===== config.mk =====
export PLATFORM = sky130hd
export DESIGN_NAME = phrg_tea_round
export DESIGN_NICKNAME = d
export VERILOG_FILES = /design/src/hdl/phrg_pkg.sv /design/src/hdl/phrg_tea_round.sv
export SDC_FILE = /design/constraint.sdc
export NUM_CORES = 1
export LEC_CHECK = 0
export ABC_CLOCK_PERIOD_IN_PS = 10900
export BUFFER_PORTS_ARGS = -buffer_cell sky130_fd_sc_hd__buf_2
export CORE_MARGIN = 3
export CORE_UTILIZATION = 45
export CTS_CLUSTER_SIZE = 30
export DETAILED_ROUTE_END_ITERATION = 8
export PLACE_DENSITY = 0.68
export RECOVER_POWER = 100
export SYNTH_ARGS = -nofsm -noshare
export SYNTH_HDL_FRONTEND = slang
export SYNTH_SLANG_ARGS = --single-unit
export TNS_END_PERCENT = 5

===== constraint.sdc =====
create_clock -name clk -period 10.9 [get_ports clk]
set_input_delay 1.09 -clock clk [delete_from_list [all_inputs] [get_ports clk]]
set_output_delay 1.09 -clock clk [all_outputs]
set_load 0.01 [all_outputs]

===== src/hdl/phrg_pkg.sv =====
`timescale 1ns / 1ps
// shared types, constants and arithmetic helpers of the pair hash generator
package phrg_pkg;

  localparam int unsigned SEED_W     = 31;
  localparam int unsigned TEA_ROUNDS = 8;
  // premix 10, rounds, finish hash 2, fixed-point scaling 4
  localparam int unsigned LATENCY    = 16 + TEA_ROUNDS;

  localparam logic [SEED_W-1:0] SEED_RESET = SEED_W'(1);

  localparam logic [31:0] MIX_K1 = 32'hA536_6B4D;
  localparam logic [31:0] MIX_K2 = 32'h72BE_1579;
  localparam logic [31:0] MIX_K3 = 32'h3F38_A6ED;
  localparam logic [31:0] MIX_K4 = 32'h79DE_DEA3;
  localparam logic [31:0] MIX_K5 = 32'hDDDF_97F5;
  localparam logic [31:0] MIX_K6 = 32'hABCB_96F7;
  localparam logic [31:0] TEA_DELTA = 32'h9E37_79B9;
  localparam logic [31:0] TEA_KA = 32'hA341_316C;
  localparam logic [31:0] TEA_KB = 32'hC801_3EA4;
  localparam logic [31:0] TEA_KC = 32'hAD90_777D;
  localparam logic [31:0] TEA_KD = 32'h7E95_761E;
  localparam logic [31:0] FIN_K  = 32'h6957_F5A7;

  // sqrt(3) = 1.BB67AE85_84CAA73B... (hex), fraction bits split in halves
  localparam logic [31:0] SQ3_HI = 32'hBB67_AE85;
  localparam logic [31:0] SQ3_LO = 32'h84CA_A73B;

  typedef struct packed {
    logic [31:0] first_tag;
    logic [31:0] second_tag;
    logic [31:0] time_step;
  } in_item_t;

  typedef struct packed {
    logic [31:0]        random_word;
    logic signed [31:0] random_value;
  } out_item_t;

  typedef struct packed {
    logic [31:0] st;
    logic [31:0] ws;
  } tea_st_t;

  function automatic logic [31:0] mul32(input logic [31:0] x, input logic [31:0] y);
    logic [63:0] p;
    p = 64'(x) * 64'(y);
    return p[31:0];
  endfunction

  function automatic logic [31:0] asr32(input logic [31:0] x, input int unsigned n);
    logic signed [31:0] s;
    s = x;
    s = s >>> n;
    return s;
  endfunction

  // running tea sum after n rounds
  function automatic logic [31:0] tea_sum(input int unsigned n);
    logic [63:0] p;
    p = 64'(TEA_DELTA) * 64'(n);
    return p[31:0];
  endfunction

endpackage


===== src/hdl/phrg_tea_round.sv =====
`timescale 1ns / 1ps
// one registered tea round of the hash pipeline
module phrg_tea_round (
  input  logic             clk,
  input  logic             rst_n,
  input  logic [31:0]      round_sum,
  input  logic             valid_in,
  input  phrg_pkg::tea_st_t st_in,
  output logic             valid_out,
  output phrg_pkg::tea_st_t st_out
);
  import phrg_pkg::*;

  logic    valid_r;
  tea_st_t st_r;
  tea_st_t st_nxt;

  always_comb begin
    st_nxt.st = st_in.st + (((st_in.ws << 4) + TEA_KA) ^ (st_in.ws + round_sum)
                ^ ((st_in.ws >> 5) + TEA_KB));
    st_nxt.ws = st_in.ws + (((st_nxt.st << 4) + TEA_KC) ^ (st_nxt.st + round_sum)
                ^ ((st_nxt.st >> 5) + TEA_KD));
  end

  always_ff @(posedge clk) begin
    if (!rst_n) begin
      valid_r <= 1'b0;
    end else begin
      valid_r <= valid_in;
    end
  end

  always_ff @(posedge clk) begin
    st_r <= st_nxt;
  end

  assign valid_out = valid_r;
  assign st_out    = st_r;

endmodule


==> impl_metrics.tcl <==
set metrics [dict create \
    drt_pass1_iterations 6 \
    setup_violations 0 \
    pre_cts_ws_ps 438 \
    cp_num_cells 42 \
    synthCells 1358 \
    final_cell_mix "xnor2_1, ha_1, a21oi_1" \
    fp.dieH_um 161 \
    synth.avg_cell_area_um2 7.97 \
    drc 0 \
    fp-row-count 56 \
    io_buffers 163 \
    via_count 10400 \
    synth_area_mm2 0.0108 \
    syn2layout_area_growth_pct 12.6 \
    nets 1759 \
    yosysTopAreaCellShare_pct 21.5 \
    async_flop_share_pct 0 \
    ys_types 90 \
    start_kind "input pin" \
    routed_via_density 5.66 \
    fin_tns_setup_ps 0 \
    fmax_ghz 0.0993 \
    status "finished clean" \
    worstMarginPinSlew_ps 1450 \
    yosysWarnings 0 \
    gr-total-overflow 0 \
    finalCritPeriodShare_pct 92.4 \
    yosysTopAreaCell "xnor2_1" \
    cts_tree "built" \
    initial_core_util_pct 46.0 \
    fp.dieArea_mm2 0.0260 \
    grt_max_degree 13 \
    antenna_found_initial 1 \
    path_buf_inv 2 \
    cp.arrival_ps 10280 \
    synth-edff-count 0 \
    grt_pass1_vias 9892 \
    path_max_fanout 9 \
    layout_commonest_cell "xnor2_1" \
    initialDrtViolationCount 836 \
    wl_per_cell_um 17.9 \
    slowest_delay_ps 510 \
    cts_buffer_depth 2 \
    syn_nets 1597 \
    cts.clk_slew.worst_paths_ps 50 \
    grt_usage_pct 24.6 \
    die_width_um 161 \
    ant_nets 0 \
    drive_gt1_share_pct 9.97 \
    totalWireLength_um 32900 \
    critPathCaptureType "flip-flop" \
    crit_family "compound AO/OA/AOI/OAI gates" \
    fin_crit_ps 10070 \
    maxCapViolCount 0 \
    io_pins 164 \
    cts_hold_buf 0 \
    grt_pass1_wl_um 51700 \
    min_delay_path_depth 2 \
    rsz0062_at_grt "false" \
    htreeDepth 3 \
    synthFlopType "dfxtp_1" \
    gp_congestion 0.929 \
    hpwl_um 27400 \
    holdCritPathClass "in -> reg" \
    slew_headroom_pct 2.86 \
    clk_root_buffer_cell "clkbuf_16" \
    required_ps 11110 \
    postCtsSetupBuffers 0 \
    synth.area.top_cells "xnor2_1, ha_1, dfxtp_1, a21oi_1, a21o_1" \
    cts.sinks 65 \
    slew_violations 0 \
    setup_slack_ps 825 \
    hold_viol 0 \
    ys_seq_area_share_pct 12.0 \
    cts_resized 0 \
    ys_ff_latch 65 \
    worst-setup-path-type "in -> reg" \
    critPathSlowestCell "a2111oi_1" \
    numCtsBuffers 9 \
    core_mm2 0.0235 \
]
[path summary, 6_finish.rpt]
check / from / endpoint
max: st_in[0] / st_out[31]
min: valid_in / valid_out
[metrics by stage]
| stage | instances | hold WS, ps | utilization (%) | area [um^2] |
|---|---|---|---|---|
| 2_1_floorplan | 1358 | 1210 | - | 10800 |
| 3_3_place_gp | 1828 | 1310 | 51.1 | 12000 |
| 3_5_place_dp | 1828 | 1310 | 51.1 | 12000 |
| 4_1_cts | 1844 | 971 | 52.4 | 12300 |
| 5_1_grt | 1845 | 990 | 51.8 | 12200 |
| 6_report | 1845 | 980 | 51.8 | 12200 |
[cell families after synthesis]
group,share of synthesized area [%]
XOR/XNOR,26.5
multiplexers,0.370
flip-flops,12.0
buffers and inverters,2.91
AND/OR/NAND/NOR,15.8
adder cells (fa/ha/maj),16.5
AO/OA/AOI/OAI,25.9
[per-layer routing]
metal,share of wire (%),vias to the layer above,GRT usage [%]
met5,0,-,0
met4,1.9,0,5.98
met3,6.9,40,2.67
met2,44,374,39.4
met1,47,4823,35.4
li1,-,5209,-
[flip-flops by register name (all words and copies together) (netlist names)]
signal,flops
st_out,64
valid_out,1
[cells in the mapped netlist (13+ instances only)]
master / count
a211oi_1: 21
a21o_1: 58
a21oi_1: 109
and2_1: 14
clkbuf_1: 14
dfxtp_1: 65
ha_1: 136
inv_1: 49
nand2_1: 80
nand2b_1: 22
nand3_1: 30
nand4_1: 13
nor2_1: 91
nor2b_1: 17
nor3_1: 25
o21a_1: 25
o21ai_0: 71
o21bai_1: 15
xnor2_1: 266
xor2_1: 45
[cell type report]
class,count,area [um^2]
antenna,1,2.50
fill,2364,11400
tap,319,399
timing repair buffer,176,791
multi-input combinational,1215,9170
inverter,53,199
clock buffer,14,264
clock inverter,2,60.1
sequential,65,1300
Power is not shown: default switching activity piles up to over one toggle a cycle in this logic, so the estimate is an artifact.
