--- src/hdl/phrg_pkg.sv ---
`timescale 1ns / 1ps
// shared types, constants and arithmetic helpers of the pair hash generator
package phrg_pkg;

  localparam int unsigned SEED_W     = 31;
  localparam int unsigned TEA_ROUNDS = 8;
  // premix 10, rounds, finish hash 2, fixed-point scaling 4
  localparam int unsigned LATENCY    = 16 + TEA_ROUNDS;

  localparam logic [SEED_W-1:0] SEED_RESET = SEED_W'(1);

  localparam logic [31:0] MIX_K1 = 32'hA536_6B4D;
  localparam logic [31:0] MIX_K2 = 32'h72BE_1579;
  localparam logic [31:0] MIX_K3 = 32'h3F38_A6ED;
  localparam logic [31:0] MIX_K4 = 32'h79DE_DEA3;
  localparam logic [31:0] MIX_K5 = 32'hDDDF_97F5;
  localparam logic [31:0] MIX_K6 = 32'hABCB_96F7;
  localparam logic [31:0] TEA_DELTA = 32'h9E37_79B9;
  localparam logic [31:0] TEA_KA = 32'hA341_316C;
  localparam logic [31:0] TEA_KB = 32'hC801_3EA4;
  localparam logic [31:0] TEA_KC = 32'hAD90_777D;
  localparam logic [31:0] TEA_KD = 32'h7E95_761E;
  localparam logic [31:0] FIN_K  = 32'h6957_F5A7;

  // sqrt(3) = 1.BB67AE85_84CAA73B... (hex), fraction bits split in halves
  localparam logic [31:0] SQ3_HI = 32'hBB67_AE85;
  localparam logic [31:0] SQ3_LO = 32'h84CA_A73B;

  typedef struct packed {
    logic [31:0] first_tag;
    logic [31:0] second_tag;
    logic [31:0] time_step;
  } in_item_t;

  typedef struct packed {
    logic [31:0]        random_word;
    logic signed [31:0] random_value;
  } out_item_t;

  typedef struct packed {
    logic [31:0] st;
    logic [31:0] ws;
  } tea_st_t;

  function automatic logic [31:0] mul32(input logic [31:0] x, input logic [31:0] y);
    logic [63:0] p;
    p = 64'(x) * 64'(y);
    return p[31:0];
  endfunction

  function automatic logic [31:0] asr32(input logic [31:0] x, input int unsigned n);
    logic signed [31:0] s;
    s = x;
    s = s >>> n;
    return s;
  endfunction

  // running tea sum after n rounds
  function automatic logic [31:0] tea_sum(input int unsigned n);
    logic [63:0] p;
    p = 64'(TEA_DELTA) * 64'(n);
    return p[31:0];
  endfunction

endpackage

--- src/hdl/phrg_scale.sv ---
`timescale 1ns / 1ps
// four-stage conversion of the hash word to sqrt(3)-scaled fixed point
module phrg_scale (
  input  logic               clk,
  input  logic               rst_n,
  input  logic               valid_in,
  input  logic [31:0]        word_in,
  output logic               valid_out,
  output phrg_pkg::out_item_t item_out
);
  import phrg_pkg::*;

  logic [3:0]  v_r;
  logic [31:0] w1_r, w2_r, w3_r;
  logic        neg1_r, neg2_r, neg3_r;
  logic [31:0] mag1_r, mag2_r, mag3_r;
  logic [31:0] p0hi_r;
  logic [64:0] acc_r;
  out_item_t   item_r;

  logic [31:0] mag_nxt;
  logic [63:0] p0_nxt;
  logic [63:0] hi_prod;
  logic [64:0] acc_nxt;
  logic [65:0] full_sum;
  logic [31:0] q;
  out_item_t   item_nxt;

  // distance from mid-scale; w = 0 gives a magnitude of 2^31
  assign mag_nxt = word_in[31] ? {1'b0, word_in[30:0]} : 32'h8000_0000 - word_in;

  assign p0_nxt  = 64'(mag1_r) * 64'(SQ3_LO);
  assign hi_prod = 64'(mag2_r) * 64'(SQ3_HI);
  assign acc_nxt = 65'(hi_prod) + 65'(p0hi_r);

  // floor(mag * 1.BB67AE8584CAA73B / 2); 64 fraction bits keep the floor exact
  assign full_sum = 66'({mag3_r, 32'h0}) + 66'(acc_r);
  assign q        = full_sum[64:33];

  always_comb begin
    item_nxt.random_word = w3_r;
    // negative side rounds down past the irrational product
    if (neg3_r && (mag3_r != 32'h0)) begin
      item_nxt.random_value = ~q;
    end else begin
      item_nxt.random_value = q;
    end
  end

  always_ff @(posedge clk) begin
    if (!rst_n) begin
      v_r <= '0;
    end else begin
      v_r <= {v_r[2:0], valid_in};
    end
  end

  always_ff @(posedge clk) begin
    w1_r   <= word_in;
    neg1_r <= ~word_in[31];
    mag1_r <= mag_nxt;
    w2_r   <= w1_r;
    neg2_r <= neg1_r;
    mag2_r <= mag1_r;
    p0hi_r <= p0_nxt[63:32];
    w3_r   <= w2_r;
    neg3_r <= neg2_r;
    mag3_r <= mag2_r;
    acc_r  <= acc_nxt;
    item_r <= item_nxt;
  end

  assign valid_out = v_r[3];
  assign item_out  = item_r;

endmodule

--- config.mk ---
export PLATFORM = sky130hd
export DESIGN_NAME = phrg_scale
export DESIGN_NICKNAME = d
export VERILOG_FILES = /design/src/hdl/phrg_pkg.sv /design/src/hdl/phrg_scale.sv
export SDC_FILE = /design/constraint.sdc
export NUM_CORES = 2
export LEC_CHECK = 0
export BUFFER_PORTS_ARGS = -buffer_cell sky130_fd_sc_hd__buf_2
export CAP_MARGIN = 20
export CORE_MARGIN = 2
export CORE_UTILIZATION = 50
export CTS_CLUSTER_DIAMETER = 120
export DETAILED_ROUTE_END_ITERATION = 8
export PLACE_DENSITY = 0.72
export SLEW_MARGIN = 10
export SYNTH_ARGS = -nofsm -noshare
export SYNTH_HDL_FRONTEND = slang
export SYNTH_SLANG_ARGS = --single-unit
--- constraint.sdc ---
create_clock -name clk -period 13.5 [get_ports clk]
set_input_delay 2.7 -clock clk [delete_from_list [all_inputs] [get_ports clk]]
set_output_delay 2.7 -clock clk [all_outputs]
set_load 0.05 [all_outputs]
==> flow_summary.json <==
{
  "synth_top_area_frac": 0.3553,
  "clock_sinks": 325,
  "clockBufferDepth": 3,
  "max_slew_margin": 0.3205,
  "min_path_type": "register to register",
  "dr.pass1.iters": 5,
  "drt-initial-drc-count": 2087,
  "async_reset_ff_frac": 0,
  "synth_area_leaders": "fa_1 36%, ha_1 25%, dfxtp_1 14%",
  "cts.htree.levels": 2,
  "top_usage_layer": "met2",
  "nFillCells": 7954,
  "area_growth_pct": 7.031,
  "synth-edff-count": 0,
  "cap_violations": 0,
  "crit_path_cell_trace": "ha_1, fa_1, fa_1, inv_1, fa_1, inv_1, fa_1, fa_1, fa_1, inv_1, fa_1, inv_1, ha_1, a21oi_1, a21boi_0, a311o_1, o2bb2ai_1, a211oi_2, nor2_2, a221oi_4, o221ai_2, a21oi_2, nor3_1, o31a_1",
  "critPathSlowestCell": "dfxtp_1",
  "cts_tree": "built",
  "final_common_cell": "inv_1",
  "crit_path_start_kind": "register",
  "synth_top_area_cell": "fa_1",
  "drv_slew": 0,
  "grt_overflow_total": 0,
  "drive_gt1_frac": 0.05284,
  "synth_cell_types": 76,
  "fin_crit_ps": 7988,
  "gp_congestion": 0.9909,
  "clock_skew_ps": 27.56,
  "hpwl_um": 99770,
  "hold_viol": 0,
  "rsz0062_at_grt": "false",
  "clock.fmax_ghz": 0.1252,
  "grtUsageMet3": 0.04177,
  "period_share": 0.5917,
  "antenna_left": 0,
  "arrival_ps": 8430,
  "cts_resized": 0,
  "grtUsageMet2": 0.4076,
  "post_cts_buffers": 0,
  "max_stage_delay_ps": 990,
  "antenna_cells": 0,
  "use_met1": 0.3577,
  "cp-end-kind": "register",
  "dieHeight_um": 307.3,
  "vias": 30060,
  "final.setup.tns_ps": 0,
  "final_cell_mix": "1236 x inv_1, 915 x ha_1, 816 x fa_1, 324 x dfxtp_1, 156 x a21oi_1",
  "synth.net_count": 6142,
  "critPathRequiredTime_ps": 13940,
  "critPathMaxFanout": 15,
  "drc": 0,
  "postSynthCellCount": 4376,
  "cpMostUsedCell": "fa_1",
  "synth_warnings": 0,
  "syn_area_mm2": 0.04598,
  "status": "completed",
  "synth_area_per_cell_um2": 10.51,
  "final_nets": 6263,
  "grt_pass1_wl_um": 183100,
  "ctsHoldBuffers": 0,
  "setup_viol": 0,
  "grt_antenna_before_repair": 0,
  "num_io_pins": 100,
  "cts_made_buffers": 35,
  "cts-root-buf": "clkbuf_16",
  "via_per_inst": 5.265,
  "core_area_mm2": 0.09139,
  "design_area_mm2": 0.04921,
  "grt_pass1_vias": 31940,
  "grt.total_usage": 0.2558,
  "initial_utilization": 0.5032,
  "die-area_mm2": 0.09441,
  "io_buffers": 99,
  "placed_area_mm2": 0.04807,
  "dieWidth_um": 307.3,
  "clk_latency_ps": 580,
  "ys.flop_type": "dfxtp_1",
  "wl_per_cell_um": 20.40,
  "drt-total-wl_um": 116500,
  "num_rows": 111,
  "path_class": "register to register",
  "clk_pin_slew_ps": 70,
  "worst_pin_slew_ps": 1018,
  "ys_ff_latch": 325,
  "grt_max_degree": 33,
  "yosysSeqAreaShare": 0.1415
}
## Yosys cell counts (all sizes together) (5+ instances only)
cell type  instances
xnor2            123
o221ai             5
nand3             29
xor2             104
dfxtp            325
o21ai             69
nor3              19
nand4             29
nor2b             21
nand2             83
a211oi             6
o21bai            19
a41oi              5
nor4              15
o31ai              5
a21oi            164
or2                6
a221oi             5
a31oi             13
or3                7
nor2              66
o211ai            10
ha               915
and3              17
clkbuf            48
fa               816
a21o             116
inv             1236
o21a              13
and2              13
nand2b            17
## critical path: cells and delay by family, from the launching register on
kind	cells	cell delay [ps]
buffers and inverters	4	230
AOI/OAI and AO/OA	9	2250
and+or+nand+nor	2	160
DFF	1	990
adders and majority gates	9	4190
## logic make-up (layout without fill, tap and decap cells)
logic type,Yosys count,in the layout,synth area share
simple gates,330,330,0.03646
compound gates,477,477,0.06939
buf+inv,1285,1432,0.1049
flops,325,325,0.1415
fa+ha+maj,1731,1731,0.6042
mux,1,1,0.0002449
xor+xnor,227,227,0.04324
## worst paths after layout
kind / startpoint / endpoint / slack [ps] / cells after the start
max: mag1_r[28]$_DFF_P_ / p0hi_r[26]$_DFF_P_ / 5510 / 24
min: w1_r[25]$_DFF_P_ / w2_r[25]$_DFF_P_ / 320 / 0
max reg2reg: mag1_r[28]$_DFF_P_ / p0hi_r[26]$_DFF_P_ / 5510 / 24
min reg2reg: w1_r[25]$_DFF_P_ / w2_r[25]$_DFF_P_ / 320 / 0
## per-stage QoR
stage / hold slack (ps) / instances / utilization / setup WS, ps
floorplan: 309.6 / 4376 / - / 6552
global placement: 309.6 / 5643 / 0.5255 / 5303
detailed placement: 312.1 / 5646 / 0.5260 / 5545
CTS: 320.8 / 5709 / 0.5385 / 5527
global route: 322.4 / 5709 / 0.5385 / 5111
finish: 319.5 / 5709 / 0.5385 / 5512
## cell type report
type | count | area (um2) | area share
sequential | 325 | 6507 | 0.1322
inverter | 1236 | 4639 | 0.09427
multi-input combinational | 2766 | 34660 | 0.7043
timing repair buffer | 133 | 773.2 | 0.01571
tap | 1186 | 1484 | 0.03015
clock inverter | 21 | 196.4 | 0.003991
clock buffer | 42 | 952.2 | 0.01935
## routing by layer
layer | vias to the layer above | share of wire
met4 | 0 | 0.035
met5 | - | 0
li1 | 13880 | -
met2 | 1001 | 0.45
met3 | 208 | 0.073
met1 | 14970 | 0.44
## state kept, by name, summed over array words and instances (netlist names), 31 cells and up
signal / count
mag1_r: 31
mag3_r: 32
w1_r: 32
w2_r: 31
w3_r: 31
acc_r: 33
mag2_r: 32
item_out: 64
p0hi_r: 32
Power is left out: the tool's default activity adds up to more than one toggle a clock period on the data nets, which glitch-free logic cannot reach.
